### src/rtl/s20bc_pkg.sv
// Shared types, constants and round functions of the Salsa20 block core.
// Depends on nothing; every other file of the block imports it.
package s20bc_pkg;

  // Ten double rounds; each half round takes two pipeline stages.
  localparam int unsigned DOUBLE_ROUNDS = 10;
  localparam int unsigned NUM_WORDS     = 16;
  localparam int unsigned NUM_STAGES    = DOUBLE_ROUNDS * 4;

  typedef logic [NUM_WORDS-1:0][31:0] word_arr_t;

  typedef struct packed {
    logic [63:0] in_words_14_15;
    logic [63:0] in_words_12_13;
    logic [63:0] in_words_10_11;
    logic [63:0] in_words_8_9;
    logic [63:0] in_words_6_7;
    logic [63:0] in_words_4_5;
    logic [63:0] in_words_2_3;
    logic [63:0] in_words_0_1;
  } in_t;

  typedef struct packed {
    logic [63:0] out_bytes_56_63;
    logic [63:0] out_bytes_48_55;
    logic [63:0] out_bytes_40_47;
    logic [63:0] out_bytes_32_39;
    logic [63:0] out_bytes_24_31;
    logic [63:0] out_bytes_16_23;
    logic [63:0] out_bytes_8_15;
    logic [63:0] out_bytes_0_7;
  } out_t;

  // Which half round and which pair of quarter-round steps a stage does.
  typedef struct packed {
    logic is_row;
    logic step_hi;
  } stage_cfg_t;

  // Word indexes a, b, c, d of the four quarter rounds; column half first.
  localparam logic [3:0] QR_IDX [2][4][4] = '{
    '{'{4'd0,  4'd4,  4'd8,  4'd12},
      '{4'd5,  4'd9,  4'd13, 4'd1},
      '{4'd10, 4'd14, 4'd2,  4'd6},
      '{4'd15, 4'd3,  4'd7,  4'd11}},
    '{'{4'd0,  4'd1,  4'd2,  4'd3},
      '{4'd5,  4'd6,  4'd7,  4'd4},
      '{4'd10, 4'd11, 4'd8,  4'd9},
      '{4'd15, 4'd12, 4'd13, 4'd14}}
  };

  localparam logic [4:0] ROT_AMT [4] = '{5'd7, 5'd9, 5'd13, 5'd18};

  function automatic logic [31:0] rotl32(logic [31:0] v, logic [4:0] n);
    logic [63:0] tmp;
    tmp = {v, v} << n;
    return tmp[63:32];
  endfunction

  // One add-rotate-xor step applied to all four quarter rounds at once.
  function automatic word_arr_t qr_step(word_arr_t w, logic is_row, logic [1:0] step);
    word_arr_t   r;
    logic [3:0]  a, b, c, d;
    logic [3:0]  dst, s1, s2;
    logic [31:0] sum;
    r = w;
    for (int q = 0; q < 4; q++) begin
      a = QR_IDX[is_row][q][0];
      b = QR_IDX[is_row][q][1];
      c = QR_IDX[is_row][q][2];
      d = QR_IDX[is_row][q][3];
      case (step)
        2'd0: begin
          dst = b; s1 = a; s2 = d;
        end
        2'd1: begin
          dst = c; s1 = b; s2 = a;
        end
        2'd2: begin
          dst = d; s1 = c; s2 = b;
        end
        default: begin
          dst = a; s1 = d; s2 = c;
        end
      endcase
      sum    = w[s1] + w[s2];
      r[dst] = w[dst] ^ rotl32(sum, ROT_AMT[step]);
    end
    return r;
  endfunction

endpackage

### src/rtl/s20bc_outbuf.sv
// Output register with a skid entry; gates the pipeline advance.
// Depends on s20bc_pkg.
module s20bc_outbuf (
  input  logic             clk_i,
  input  logic             rst_ni,
  input  logic             push_valid_i,
  input  s20bc_pkg::out_t  push_data_i,
  output logic             en_o,
  output logic             out_valid_o,
  input  logic             out_ready_i,
  output s20bc_pkg::out_t  out_data_o
);
  import s20bc_pkg::*;

  logic out_valid_q, out_valid_d;
  logic skid_valid_q, skid_valid_d;
  out_t out_data_q, out_data_d;
  out_t skid_data_q, skid_data_d;
  logic push;
  logic pop;

  // Advance the pipeline only while the skid entry is free.
  assign en_o = !skid_valid_q;
  assign push = en_o && push_valid_i;
  assign pop  = out_valid_q && out_ready_i;

  always_comb begin
    out_valid_d  = out_valid_q;
    skid_valid_d = skid_valid_q;
    out_data_d   = out_data_q;
    skid_data_d  = skid_data_q;
    if (skid_valid_q) begin
      if (pop) begin
        out_data_d   = skid_data_q;
        skid_valid_d = 1'b0;
      end
    end else if (!out_valid_q || pop) begin
      out_valid_d = push;
      out_data_d  = push_data_i;
    end else if (push) begin
      skid_valid_d = 1'b1;
      skid_data_d  = push_data_i;
    end
  end

  always_ff @(posedge clk_i or negedge rst_ni) begin
    if (!rst_ni) begin
      out_valid_q  <= 1'b0;
      skid_valid_q <= 1'b0;
    end else begin
      out_valid_q  <= out_valid_d;
      skid_valid_q <= skid_valid_d;
    end
  end

  always_ff @(posedge clk_i) begin
    out_data_q  <= out_data_d;
    skid_data_q <= skid_data_d;
  end

  assign out_valid_o = out_valid_q;
  assign out_data_o  = out_data_q;

endmodule

### config.mk
export PLATFORM = sky130hd
export DESIGN_NAME = s20bc_outbuf
export DESIGN_NICKNAME = d
export VERILOG_FILES = /design/src/rtl/s20bc_pkg.sv /design/src/rtl/s20bc_outbuf.sv
export SDC_FILE = /design/constraint.sdc
export NUM_CORES = 1
export LEC_CHECK = 0
export ABC_CLOCK_PERIOD_IN_PS = 126400
export BUFFER_PORTS_ARGS = -buffer_cell sky130_fd_sc_hd__buf_2
export CAP_MARGIN = 20
export CORE_AREA = 2 2 403 405
export DETAILED_ROUTE_END_ITERATION = 10
export DIE_AREA = 0 0 405 407
export SETUP_SLACK_MARGIN = 0.1
export SYNTH_ARGS = -nofsm -noshare
export SYNTH_HDL_FRONTEND = slang
export SYNTH_SLANG_ARGS = --single-unit
### constraint.sdc
create_clock -name clk_i -period 126.4 [get_ports clk_i]
set_clock_uncertainty 0.05 [all_clocks]
set_input_delay 12.64 -clock clk_i [delete_from_list [all_inputs] [get_ports clk_i]]
set_output_delay 12.64 -clock clk_i [all_outputs]
set_load 0.05 [all_outputs]
==> results.yml <==
power_and_ir_drop:
  p_sw_uw: 582
  p_comb_share_pct: 39.3
  internal_power_uw: 819
  p_leak_uw: 0.0184
  peakVddDrop_mv: 0.0164
  pwr_density_cell_nw_per_um2: 28.6
  pwr-share-clk_pct: 22.1
  swShare_pct: 41.5
  seq_power_share_pct: 38.6
sta:
  rsz0062_at_grt: "no"
  max_slew.worst_pin.slew_ns: 1.24
  setup_viol: 0
  final_max_slew_viol_count: 0
  hold_viol_final: 0
  maxSlewHeadroom_pct: 17.3
  fin_crit_ns: 16.85
  fin_setup_tns_ns: 0
  fmax_mhz: 59.3
  post-route-period-util_pct: 13.3
synthesis:
  synth_area_leaders: "edfxtp_1 (81%), mux2_2 (9.3%), mux2_4 (7.9%)"
  synth_compound_area_share_pct: 0.0629
  yosys.cell_types.count: 14
  synthAdderAreaFrac_pct: 0
  syn-instance-count: 1604
  yosys_register_bits: 1026
  synth.largest_area_cell: "edfxtp_1"
  yosysSeqAreaShare_pct: 81.5
  yosysWarnings: 0
  syn_nets: 2120
  synthSimpleGateAreaFrac_pct: 0.0530
  synth_top_cell_area_share_pct: 81.3
  synth_xor_xnor_area_share_pct: 0
  syn_area_um2: 37800
  synth_top_family_by_area: "multiplexers"
  syn_area_per_cell_um2: 23.6
  synthMuxAreaShare_pct: 17.2
placement:
  place_area_um2: 45500
  dpl.hpwl_mm: 75.1
  io_buffers: 1029
  gp_congestion: 0.840
  dp_cells: 4756
global_route:
  grt_max_degree: 150
  grt_pass1_wl_mm: 140
  grt_usage_pct: 11.8
  grt_pass1_vias: 19900
  grt_overflow_total: 0
  grt_antenna_before_repair: 48
cells_and_area:
  area_growth_pct: 29.5
  final_area_um2: 49000
  final_cell_mix: "buf_2 (1029), edfxtp_1 (1024), mux2_2 (312)"
  nFillCells: 15800
  layout_commonest_cell: "buf_2"
  drive_above_1_share_pct: 61.5
  nets: 3224
  seq_area_um2: 30800
  fin_util_pct: 30.6
  fin_cells: 4978
  multi_input_area_um2: 6590
setup_path:
  cp_cell_sequence: "buf_2 -> nand2_1 -> o21ai_4 -> buf_4 -> buf_4 -> buf_4 -> buf_4 -> buf_4"
  r2r_cells: 6
  worstSetupPathType: "in -> reg"
  cp_slowest_cell: "buf_4"
  cpMostUsedCell: "buf_4"
  critPathLaunchType: "input pin"
  cp_top_family: "buffers and inverters"
  arrival_ns: 17.12
  cp-end-kind: "register"
  rrSetupSlack_ns: 120.86
  path_max_fanout: 77
  slowest_delay_ns: 0.93
  crit_buf_inv: 6
  cp.required_ns: 126.67
  cp.depth: 8
routing:
  met1_length_mm: 40.2
  firstDrtPassIters: 5
  wl_met3_mm: 8.93
  ant_nets: 0
  initialDrtViolationCount: 1366
  met2_length_mm: 51.7
  drcViolationCount: 0
  top_layer_used: "met5"
  drt-total-wl_mm: 104
  viasPerCell: 3.93
  wl_per_cell_um: 20.9
  vias: 19600
min_path:
  min_delay_path_depth: 1
  min_path_type: "reg -> reg"
clocking:
  cts_made_buffers: 110
  cts_resized: 0
  post_cts_buffers: 0
  holdBufCountCts: 0
  clockBufferDepth: 3
  clkLatencyLatePin_ns: 0.72
  cts_tree: "yes"
  cts.sinks: 1026
  htree_levels: 3
  path_clk_slew_ns: 0.06
  root_buffer: "clkbuf_16"
floorplanning:
  start_util_pct: 23.6
  boundaryPins: 1030
  die_w_um: 405
  die_y_um: 407
  rows: 147
  die-area_um2: 165000
  coreArea_um2: 160000
outcome:
  status: "complete, no violations"
flow_run:
  drv_cap: 0
per-stage QoR:
stage | power [uW] | worst slack [ns] | hold slack (ns)
after floorplan | 1120 | 62.66 | 0.473
after global placement | 1100 | 108.70 | 0.478
after detailed placement | 1110 | 108.65 | 0.481
after CTS | 1420 | 109.49 | 0.441
after global routing | 1450 | 109.22 | 0.460
final | 1400 | 109.55 | 0.459
worst register-to-register path, cell delays in order (launching register included):
cell     delay, ns
dfrtp_4       0.77
o21ai_4       0.27
buf_4         0.58
buf_4         0.82
buf_4         1.03
buf_4         0.68
buf_4         0.85
sequential cells by signal, indices dropped and copies added, names as in the netlist:
name,cells
out_data_o,512
skid_data_q,512
out_valid_o,1
skid_valid_q,1
synth_stat cells:
cell type	number
o21ai_0	1
nand2b_1	1
buf_4	3
nor4bb_1	1
a22o_1	1
buf_6	23
mux2_2	312
dfrtp_1	2
edfxtp_1	1024
a21oi_1	2
nand2_1	1
buf_2	32
mux2_4	200
inv_1	1
kinds of logic (layout without fill, tap and decap cells):
| family | count (synthesis) | after routing |
|---|---|---|
| flip-flops | 1026 | 1026 |
| multiplexers | 512 | 512 |
| buffers and inverters | 59 | 1256 |
| AO/OA/AOI/OAI | 4 | 4 |
| AND/OR/NAND/NOR | 3 | 3 |
| other | 0 | 17 |
layout make-up:
cell class | instances | share of cell area (%)
antenna | 17 | 0.0869
clock buffer | 128 | 5.76
clock inverter | 77 | 1.31
inverter | 1 | 0.00767
multi-input combinational | 519 | 13.5
sequential | 1026 | 62.9
tap | 2160 | 5.52
timing repair buffer | 1050 | 10.9
power by group through the flow:
stage          registers, uW  clock network [uW]  logic, uW
2_1_floorplan            968                   0        154
3_3_place_gp             547                   0        556
3_5_place_dp             549                   0        557
4_1_cts                  543                 321        557
5_1_grt                  550                 332        573
6_report                 541                 310        551
final timing paths:
| path | from | to |
|---|---|---|
| min in group asynchronous | rst_ni | skid_valid_q |
| max in group asynchronous | rst_ni | skid_valid_q |
| setup / recovery | out_ready_i | out_data_o[295] |
| hold reg to reg | skid_data_q[430] | out_data_o[430] |
| setup reg to reg | skid_valid_q | out_data_o[295] |
| hold / removal | skid_data_q[430] | out_data_o[430] |
metal layers:
layer / up-vias / global-route usage [%]
met5: - / 0
met3: 186 / 5.00
met1: 9864 / 13.4
li1: 8716 / -
met2: 768 / 19.7
met4: 16 / 4.30
No activity file was read; power rests on OpenSTA's default activity.
