--- config.mk ---
export PLATFORM = sky130hd
export DESIGN_NAME = s20bc_final
export DESIGN_NICKNAME = d
export VERILOG_FILES = /design/src/rtl/s20bc_pkg.sv /design/src/rtl/s20bc_final.sv
export SDC_FILE = /design/constraint.sdc
export NUM_CORES = 1
export LEC_CHECK = 0
export BUFFER_PORTS_ARGS = -buffer_cell sky130_fd_sc_hd__buf_2
export CORE_AREA = 2 2 600 602
export DETAILED_ROUTE_END_ITERATION = 10
export DIE_AREA = 0 0 602 604
export PLACE_DENSITY = 0.3
export SLEW_MARGIN = 10
export SYNTH_ARGS = -nofsm -noshare
export SYNTH_HDL_FRONTEND = slang
export SYNTH_SLANG_ARGS = --single-unit
--- constraint.sdc ---
create_clock -name clk_i -period 1.4 [get_ports clk_i]
set_clock_uncertainty 0.2 [all_clocks]
set_input_delay 0.21 -clock clk_i [delete_from_list [all_inputs] [get_ports clk_i]]
set_output_delay 0.21 -clock clk_i [all_outputs]
set_load 0.01 [all_outputs]
--- src/rtl/s20bc_pkg.sv ---
// Shared types, constants and round functions of the Salsa20 block core.
// Depends on nothing; every other file of the block imports it.
package s20bc_pkg;

  // Ten double rounds; each half round takes two pipeline stages.
  localparam int unsigned DOUBLE_ROUNDS = 10;
  localparam int unsigned NUM_WORDS     = 16;
  localparam int unsigned NUM_STAGES    = DOUBLE_ROUNDS * 4;

  typedef logic [NUM_WORDS-1:0][31:0] word_arr_t;

  typedef struct packed {
    logic [63:0] in_words_14_15;
    logic [63:0] in_words_12_13;
    logic [63:0] in_words_10_11;
    logic [63:0] in_words_8_9;
    logic [63:0] in_words_6_7;
    logic [63:0] in_words_4_5;
    logic [63:0] in_words_2_3;
    logic [63:0] in_words_0_1;
  } in_t;

  typedef struct packed {
    logic [63:0] out_bytes_56_63;
    logic [63:0] out_bytes_48_55;
    logic [63:0] out_bytes_40_47;
    logic [63:0] out_bytes_32_39;
    logic [63:0] out_bytes_24_31;
    logic [63:0] out_bytes_16_23;
    logic [63:0] out_bytes_8_15;
    logic [63:0] out_bytes_0_7;
  } out_t;

  // Which half round and which pair of quarter-round steps a stage does.
  typedef struct packed {
    logic is_row;
    logic step_hi;
  } stage_cfg_t;

  // Word indexes a, b, c, d of the four quarter rounds; column half first.
  localparam logic [3:0] QR_IDX [2][4][4] = '{
    '{'{4'd0,  4'd4,  4'd8,  4'd12},
      '{4'd5,  4'd9,  4'd13, 4'd1},
      '{4'd10, 4'd14, 4'd2,  4'd6},
      '{4'd15, 4'd3,  4'd7,  4'd11}},
    '{'{4'd0,  4'd1,  4'd2,  4'd3},
      '{4'd5,  4'd6,  4'd7,  4'd4},
      '{4'd10, 4'd11, 4'd8,  4'd9},
      '{4'd15, 4'd12, 4'd13, 4'd14}}
  };

  localparam logic [4:0] ROT_AMT [4] = '{5'd7, 5'd9, 5'd13, 5'd18};

  function automatic logic [31:0] rotl32(logic [31:0] v, logic [4:0] n);
    logic [63:0] tmp;
    tmp = {v, v} << n;
    return tmp[63:32];
  endfunction

  // One add-rotate-xor step applied to all four quarter rounds at once.
  function automatic word_arr_t qr_step(word_arr_t w, logic is_row, logic [1:0] step);
    word_arr_t   r;
    logic [3:0]  a, b, c, d;
    logic [3:0]  dst, s1, s2;
    logic [31:0] sum;
    r = w;
    for (int q = 0; q < 4; q++) begin
      a = QR_IDX[is_row][q][0];
      b = QR_IDX[is_row][q][1];
      c = QR_IDX[is_row][q][2];
      d = QR_IDX[is_row][q][3];
      case (step)
        2'd0: begin
          dst = b; s1 = a; s2 = d;
        end
        2'd1: begin
          dst = c; s1 = b; s2 = a;
        end
        2'd2: begin
          dst = d; s1 = c; s2 = b;
        end
        default: begin
          dst = a; s1 = d; s2 = c;
        end
      endcase
      sum    = w[s1] + w[s2];
      r[dst] = w[dst] ^ rotl32(sum, ROT_AMT[step]);
    end
    return r;
  endfunction

endpackage

--- src/rtl/s20bc_final.sv ---
// Feed-forward stage: add the input words back and pack the keyblock.
// Depends on s20bc_pkg.
module s20bc_final (
  input  logic                  clk_i,
  input  logic                  rst_ni,
  input  logic                  en_i,
  input  logic                  valid_i,
  input  s20bc_pkg::word_arr_t  words_i,
  input  s20bc_pkg::word_arr_t  orig_i,
  output logic                  valid_o,
  output s20bc_pkg::out_t       data_o
);
  import s20bc_pkg::*;

  word_arr_t sum;
  out_t      data_d;
  out_t      data_q;
  logic      valid_q;

  always_comb begin
    for (int i = 0; i < NUM_WORDS; i++) begin
      sum[i] = words_i[i] + orig_i[i];
    end
    data_d.out_bytes_0_7   = sum[1:0];
    data_d.out_bytes_8_15  = sum[3:2];
    data_d.out_bytes_16_23 = sum[5:4];
    data_d.out_bytes_24_31 = sum[7:6];
    data_d.out_bytes_32_39 = sum[9:8];
    data_d.out_bytes_40_47 = sum[11:10];
    data_d.out_bytes_48_55 = sum[13:12];
    data_d.out_bytes_56_63 = sum[15:14];
  end

  always_ff @(posedge clk_i or negedge rst_ni) begin
    if (!rst_ni) begin
      valid_q <= 1'b0;
    end else if (en_i) begin
      valid_q <= valid_i;
    end
  end

  always_ff @(posedge clk_i) begin
    if (en_i) begin
      data_q <= data_d;
    end
  end

  assign valid_o = valid_q;
  assign data_o  = data_q;

endmodule

==> flow_summary.ini, run 1 <==
[pwr]
p_leak_nw = 37.6
swShare_pct = 34.6
pwr-share-seq_pct = 28.0
internal-power_mw = 49.9
ir_drop_v = 0.000770
clockPowerShare_pct = 27.9
power_switching_mw = 26.4
p_comb_share_pct = 44.1
power.density_nw_per_um2 = 908

[grt]
antenna_found_initial = 200
grt_pass1_vias = 50232
grt_max_degree = 37
grt_use_total_pct = 14.2
grt_pass1_wl_um = 369000
grt_overflow_total = 0

[run_status]
failed_checks = negative hold slack, negative setup slack
status = complete, but fails checks

[clock_network]
cts_tree = built
cts_max_level = 3
numCtsBuffers = 86
root_buffer = clkbuf_16
clock-sinks = 513
cts.path.max_buffers = 4
insertion_delay_ns = 0.80
cts.clk_slew.worst_paths_ns = 0.06

[critical_path]
cp_common_cell = nor4_4
r2r.worst_path.cells = 1
timing.critical_path.arrival_ns = 2.86
cp_slowest_stage_delay_ns = 0.44
endpoint_kind = flop
startpoint_type = input pin
setup.worst_path.class = in -> reg
required_ns = 1.82
critPathSlowestCell = or4b_1
cp_max_fo = 2
regToRegStartpoint = valid_o
reg2reg_to = valid_o
rrSetupSlack_ns = 0.45
crit_path_cell_trace = buf_8, ha_4, fa_2, a21o_1, a221o_1, a31oi_4, o21ai_2, and3_4, nor4_4, nor4_4, a21oi_2, or4b_1, o211ai_1

[synth]
synth.yosys.seq_area_share_pct = 39.5
synth_ff_type = edfxtp_1
synth_nets = 5314
yosysUniqueCellTypes = 88
yosys_warnings = 0
synthMuxAreaShare_pct = 0.131
synth-xor-area-share_pct = 9.92
syn_inst = 3774
synth.area.top_cells = edfxtp_1 (39%), ha_1 (16%), xnor2_1 (6.4%)
synthAdderAreaFrac_pct = 16.7
synth_edf_count = 512
synth_simple_gate_area_share_pct = 11.2
syn_area_um2 = 39000
synth_seq_cells = 513
synth_top_cell_by_area = edfxtp_1
ys_async_sr_fraction_pct = 0.195
synthDominantCellAreaShare_pct = 39.4
synth.avg_cell_area_um2 = 10.3
synth_compound_area_share_pct = 21.2
synth_top_family_by_area = compound AO/OA/AOI/OAI gates

[place]
placed_cell_area_um2 = 66000
place.gp.congestion = 0.871
hpwl_um = 227000
port_buffers = 1540

[floorplanning]
dieArea_um2 = 364000
initial_core_util_pct = 10.9
fp-row-count = 220
core_um2 = 358000
io-pin-count = 1541
dieWidth_um = 602
die_h_um = 604

[run]
cap_violations = 0

[hold_path]
hold_path_end = data_o[260]
min-delay-path-class = in -> reg
hold_depth = 4
min_from = orig_i[260]

[routing]
initialDrtViolationCount = 1921
vias_per_cell = 3.69
wirelength_um = 269000
dr.pass1.iters = 7
ant_nets = 0
vias = 46969
wire_per_inst_um = 21.2
drc = 0

[sta]
setup_slack_ns = -1.05
period_share_pct = 175
tightest_slew_ns = 0.651
fmax_mhz = 409
setup_viol = 905
setup_tns_ns = -372.21
slew_headroom_pct = 56.1
hold_violations = 53
period_minus_slack_ns = 2.45
whs_ns = -0.280
rsz0062_at_grt = true
slew_viol_final = 0

[finish]
multiInputGateArea_um2 = 29100
final_core_util_pct = 23.5
final_area_um2 = 84100
area_growth_syn_to_layout_pct = 116
fill_cells = 38910
nets = 9364
drive_gt1_share_pct = 51.2
register_area_um2 = 15400
==> logic make-up (layout without fill, tap and decap cells) <==
logic type,Yosys count,count (layout)
XOR/XNOR,442,442
adder cells (fa/ha/maj),512,512
AND/OR/NAND/NOR,881,881
other,0,55
AO/OA/AOI/OAI,1272,1272
buffers and inverters,149,4263
flip-flops,513,513
multiplexers,5,5
==> worst max path at each step <==
stage / startpoint / end / slack, ns
global placement: words_i[288] / data_o[318] / -1.93
CTS: words_i[288] / data_o[312] / -1.02
floorplan: words_i[128] / data_o[158] / -1.63
finish: words_i[128] / data_o[158] / -1.05
global route: words_i[128] / data_o[158] / -1.09
detailed placement: orig_i[320] / data_o[350] / -1.94
==> critical path: cells and delay by family <==
family                     cells  cell delay (ns)
AOI/OAI and AO/OA              6             1.09
and+or+nand+nor                4             0.96
adders and majority gates      2             0.49
buffers and inverters          1             0.11
==> final cells by class <==
class                           instances  area share, %
Timing Repair Buffer                 3999           36.2
Tap cell                             4773           7.10
Multi-Input combinational cell       3112           34.6
Antenna cell                           55          0.164
Clock buffer                          101           2.63
Clock inverter                         51          0.504
Sequential cell                       513           18.3
Inverter                              112          0.503
==> sequential cells by signal (all words and copies together), names as in the netlist <==
| signal | count |
|---|---|
| data_o | 512 |
| valid_o | 1 |
==> per-stage QoR <==
step	total power [mW]	cells	worst slack (ns)
final	76.3	12716	-1.05
after global routing	80.9	12691	-1.09
after CTS	76.5	12588	-1.02
after detailed placement	48.8	11462	-1.94
after global placement	49.0	11462	-1.93
after floorplan	33.1	3774	-1.63
==> placed cells by master, fill, tap and decap left out, drive strengths merged, types with 12 or more instances in the layout <==
cell and instances:
a21o 256, edfxtp 512, ha 496, diode 55, buf 3090, nand2 205
nand3 81, nand4 46, dlymetal6s4s 25, nor2b 45, o31a 17, or2 12
nor2 232, inv 114, fa 16, a2111oi 14, o211ai 14, a21oi 396
xor2 157, and2 27, a31oi 39, clkinv 37, o21a 60, o31ai 26
nand2b 46, or3 25, dlygate4sd3 880, o21ai 212, a211oi 47, xnor2 285
and3 48, nor3 64, clkbuf 103, o21bai 71
==> what timing repair did <==
action                                 in CTS  in global routing
endpoints found under the hold margin    1013                 95
pin swaps                                 363                356
gates resized for setup                   625                470
setup buffers                             124                 91
setup endpoints to repair                 860                906
hold buffers                              876                 43
==> cell usage after synthesis (37+ instances only) <==
cell and n:
a211oi_1 45, a21o_1 256, and3_1 47, o21a_1 60
clkbuf_1 37, xnor2_1 285, inv_1 112, nand4_1 46
o21ai_0 197, nor3_1 63, nand3_1 81, edfxtp_1 512
nor2_1 232, xor2_1 157, nand2b_1 46, o21bai_1 71
a21oi_1 395, nand2_1 205, nor2b_1 45, ha_1 496
a31oi_1 38
==> metal layers <==
metal	GRT usage [%]	vias to the layer above	share of wire (%)
met4	4.13	82	3.6
li1	-	22600	-
met3	4.22	504	7.1
met5	0	-	0.20
met2	28.3	1341	55
met1	13.8	22442	34
==> power by group through the flow <==
stage / Clock (mW) / Combinational (mW) / Sequential [mW]
global route: 22.9 / 36.4 / 21.6
global placement: 0 / 27.3 / 21.6
finish: 21.3 / 33.7 / 21.3
floorplan: 0 / 10.5 / 22.6
CTS: 22.6 / 32.5 / 21.4
detailed placement: 0 / 27.2 / 21.6
Note: power is estimated with default switching activity, not from simulation.
==> run 2: changes to the inputs <==
--- a/config.mk
+++ b/config.mk
@@ -5,10 +5,12 @@
 export SDC_FILE = /design/constraint.sdc
 export NUM_CORES = 1
 export LEC_CHECK = 0
+export ABC_CLOCK_PERIOD_IN_PS = 1400
 export BUFFER_PORTS_ARGS = -buffer_cell sky130_fd_sc_hd__buf_2
-export CORE_AREA = 2 2 600 602
+export CAP_MARGIN = 20
+export CORE_AREA = 2 2 601 603
 export DETAILED_ROUTE_END_ITERATION = 10
-export DIE_AREA = 0 0 602 604
+export DIE_AREA = 0 0 603 605
 export PLACE_DENSITY = 0.3
 export SLEW_MARGIN = 10
 export SYNTH_ARGS = -nofsm -noshare
==> flow_summary.ini, run 2 (synthesis gave the netlist of run 1 again) <==
[floorplanning]
io-pin-count = 1541
core_um2 = 358000
die_h_um = 605
fp-row-count = 220
dieWidth_um = 603
initial_core_util_pct = 10.9
dieArea_um2 = 365000

[sta]
period_share_pct = 177
slew_headroom_pct = 49.9
period_minus_slack_ns = 2.48
fmax_mhz = 404
hold_violations = 46
setup_slack_ns = -1.08
slew_viol_final = 0
rsz0062_at_grt = true
setup_viol = 911
tightest_slew_ns = 0.744
whs_ns = -0.288

[critical_path]
endpoint_kind = flop
crit_family = compound AO/OA/AOI/OAI gates
cp_common_cell = nor4_4
critPathBufInv = 1
cp_max_fo = 2
critPathSlowestCell = or4b_1
required_ns = 1.79
startpoint_type = input pin
crit_path_cell_trace = buf_8, ha_4, fa_2, a21o_1, a221o_1, a31oi_2, o21ai_2, and3_4, nor4_4, nor4_4, a21oi_2, or4b_1, o211ai_1
timing.critical_path.arrival_ns = 2.87
setup.worst_path.class = in -> reg
cp_slowest_stage_delay_ns = 0.44

[clock_network]
cts.path.max_buffers = 4
cts_tree = built
cts.clk_slew.worst_paths_ns = 0.06
numCtsBuffers = 88
insertion_delay_ns = 0.79
cts_max_level = 3
root_buffer = clkbuf_16
clock-sinks = 513

[grt]
grt_pass1_vias = 49909
grt_pass1_wl_um = 369000
antenna_found_initial = 187
grt_overflow_total = 0
grt_max_degree = 39
grt_use_total_pct = 14.2

[place]
placedCellCount = 11478
dp_worst_setup_slack_ns = -1.94
place.gp.congestion = 0.871
hpwl_um = 228000
port_buffers = 1540

[pwr]
power.density_nw_per_um2 = 931
p_leak_nw = 37.2
ir_drop_v = 0.000773
p_total_mw = 76.9

[routing]
vias = 46902
wire_per_inst_um = 21.4
initialDrtViolationCount = 1720
drc = 0
ant_nets = 0
wirelength_um = 271000
dr.pass1.iters = 5
vias_per_cell = 3.70

[finish]
largest_reg_flops = 512
finalNonFillerCells = 12684
final_core_util_pct = 23.1
layout_commonest_cell = buf_4
layout_common_cells = buf_4 (1,456), buf_2 (1,439), dlygate4sd3_1 (870)
fill_cells = 39153
nets = 9349
area_growth_syn_to_layout_pct = 112
drive_gt1_share_pct = 49.8

[run]
cap_violations = 0

[run_status]
status = complete, but fails checks
failed_checks = negative hold slack, negative setup slack

[hold_path]
min-delay-path-class = in -> reg
## run 2: path summary, 6_finish.rpt
| check | slack, ns | end | startpoint | cells past startpoint |
|---|---|---|---|---|
| setup / recovery | -1.08 | data_o[158] | words_i[128] | 13 |
| hold / removal | -0.29 | data_o[260] | orig_i[260] | 4 |
| setup reg to reg | 0.44 | valid_o | valid_o | 1 |
| hold reg to reg | 0.33 | valid_o | valid_o | 1 |
| max in group asynchronous | 0.27 | valid_o | rst_ni | 4 |
| min in group asynchronous | 0.63 | valid_o | rst_ni | 4 |
## run 2: stage by stage
| step | TNS (ns) | instance area [um^2] |
|---|---|---|
| finish | -378.65 | 82600 |
| global placement | -620.45 | 66100 |
| global route | -441.81 | 82500 |
| detailed placement | -617.47 | 66100 |
| floorplan | -351.73 | 41600 |
| CTS | -437.25 | 79900 |
## run 2: routing by layer
layer  up-vias  part of all wire (%)  wire length, um  global-route usage (%)
li1      22550                     -                -                       -
met1     22438                    36            97200                    14.3
met2      1348                    54           146000                    27.7
met3       490                   7.0            19000                    4.28
met4        76                   3.1             8530                    3.94
met5         -                  0.18              482                       0
## run 2: power breakdown
part	total, mW	internal, mW	switching [mW]
combinational	32.6	16.8	15.8
clock	23.0	13.7	9.28
sequential	21.3	20.3	0.983
## run 2: timing repair
item                                    4_1_cts  5_1_grt
setup buffers                                67       82
endpoints found under the setup margin      857      910
endpoints found under the hold margin       947       96
pin swaps                                   234      309
hold buffers                                872       45
gates resized for setup                     325      399
## run 2: layout make-up
class	count	area [um^2]	share of cell area (%)
Antenna cell	41	103	0.124
Clock buffer	102	2250	2.73
Clock inverter	49	601	0.728
Inverter	112	420	0.509
Multi-Input combinational cell	3112	28200	34.1
Sequential cell	513	15400	18.7
Tap cell	4773	5970	7.23
Timing Repair Buffer	3982	29600	35.9
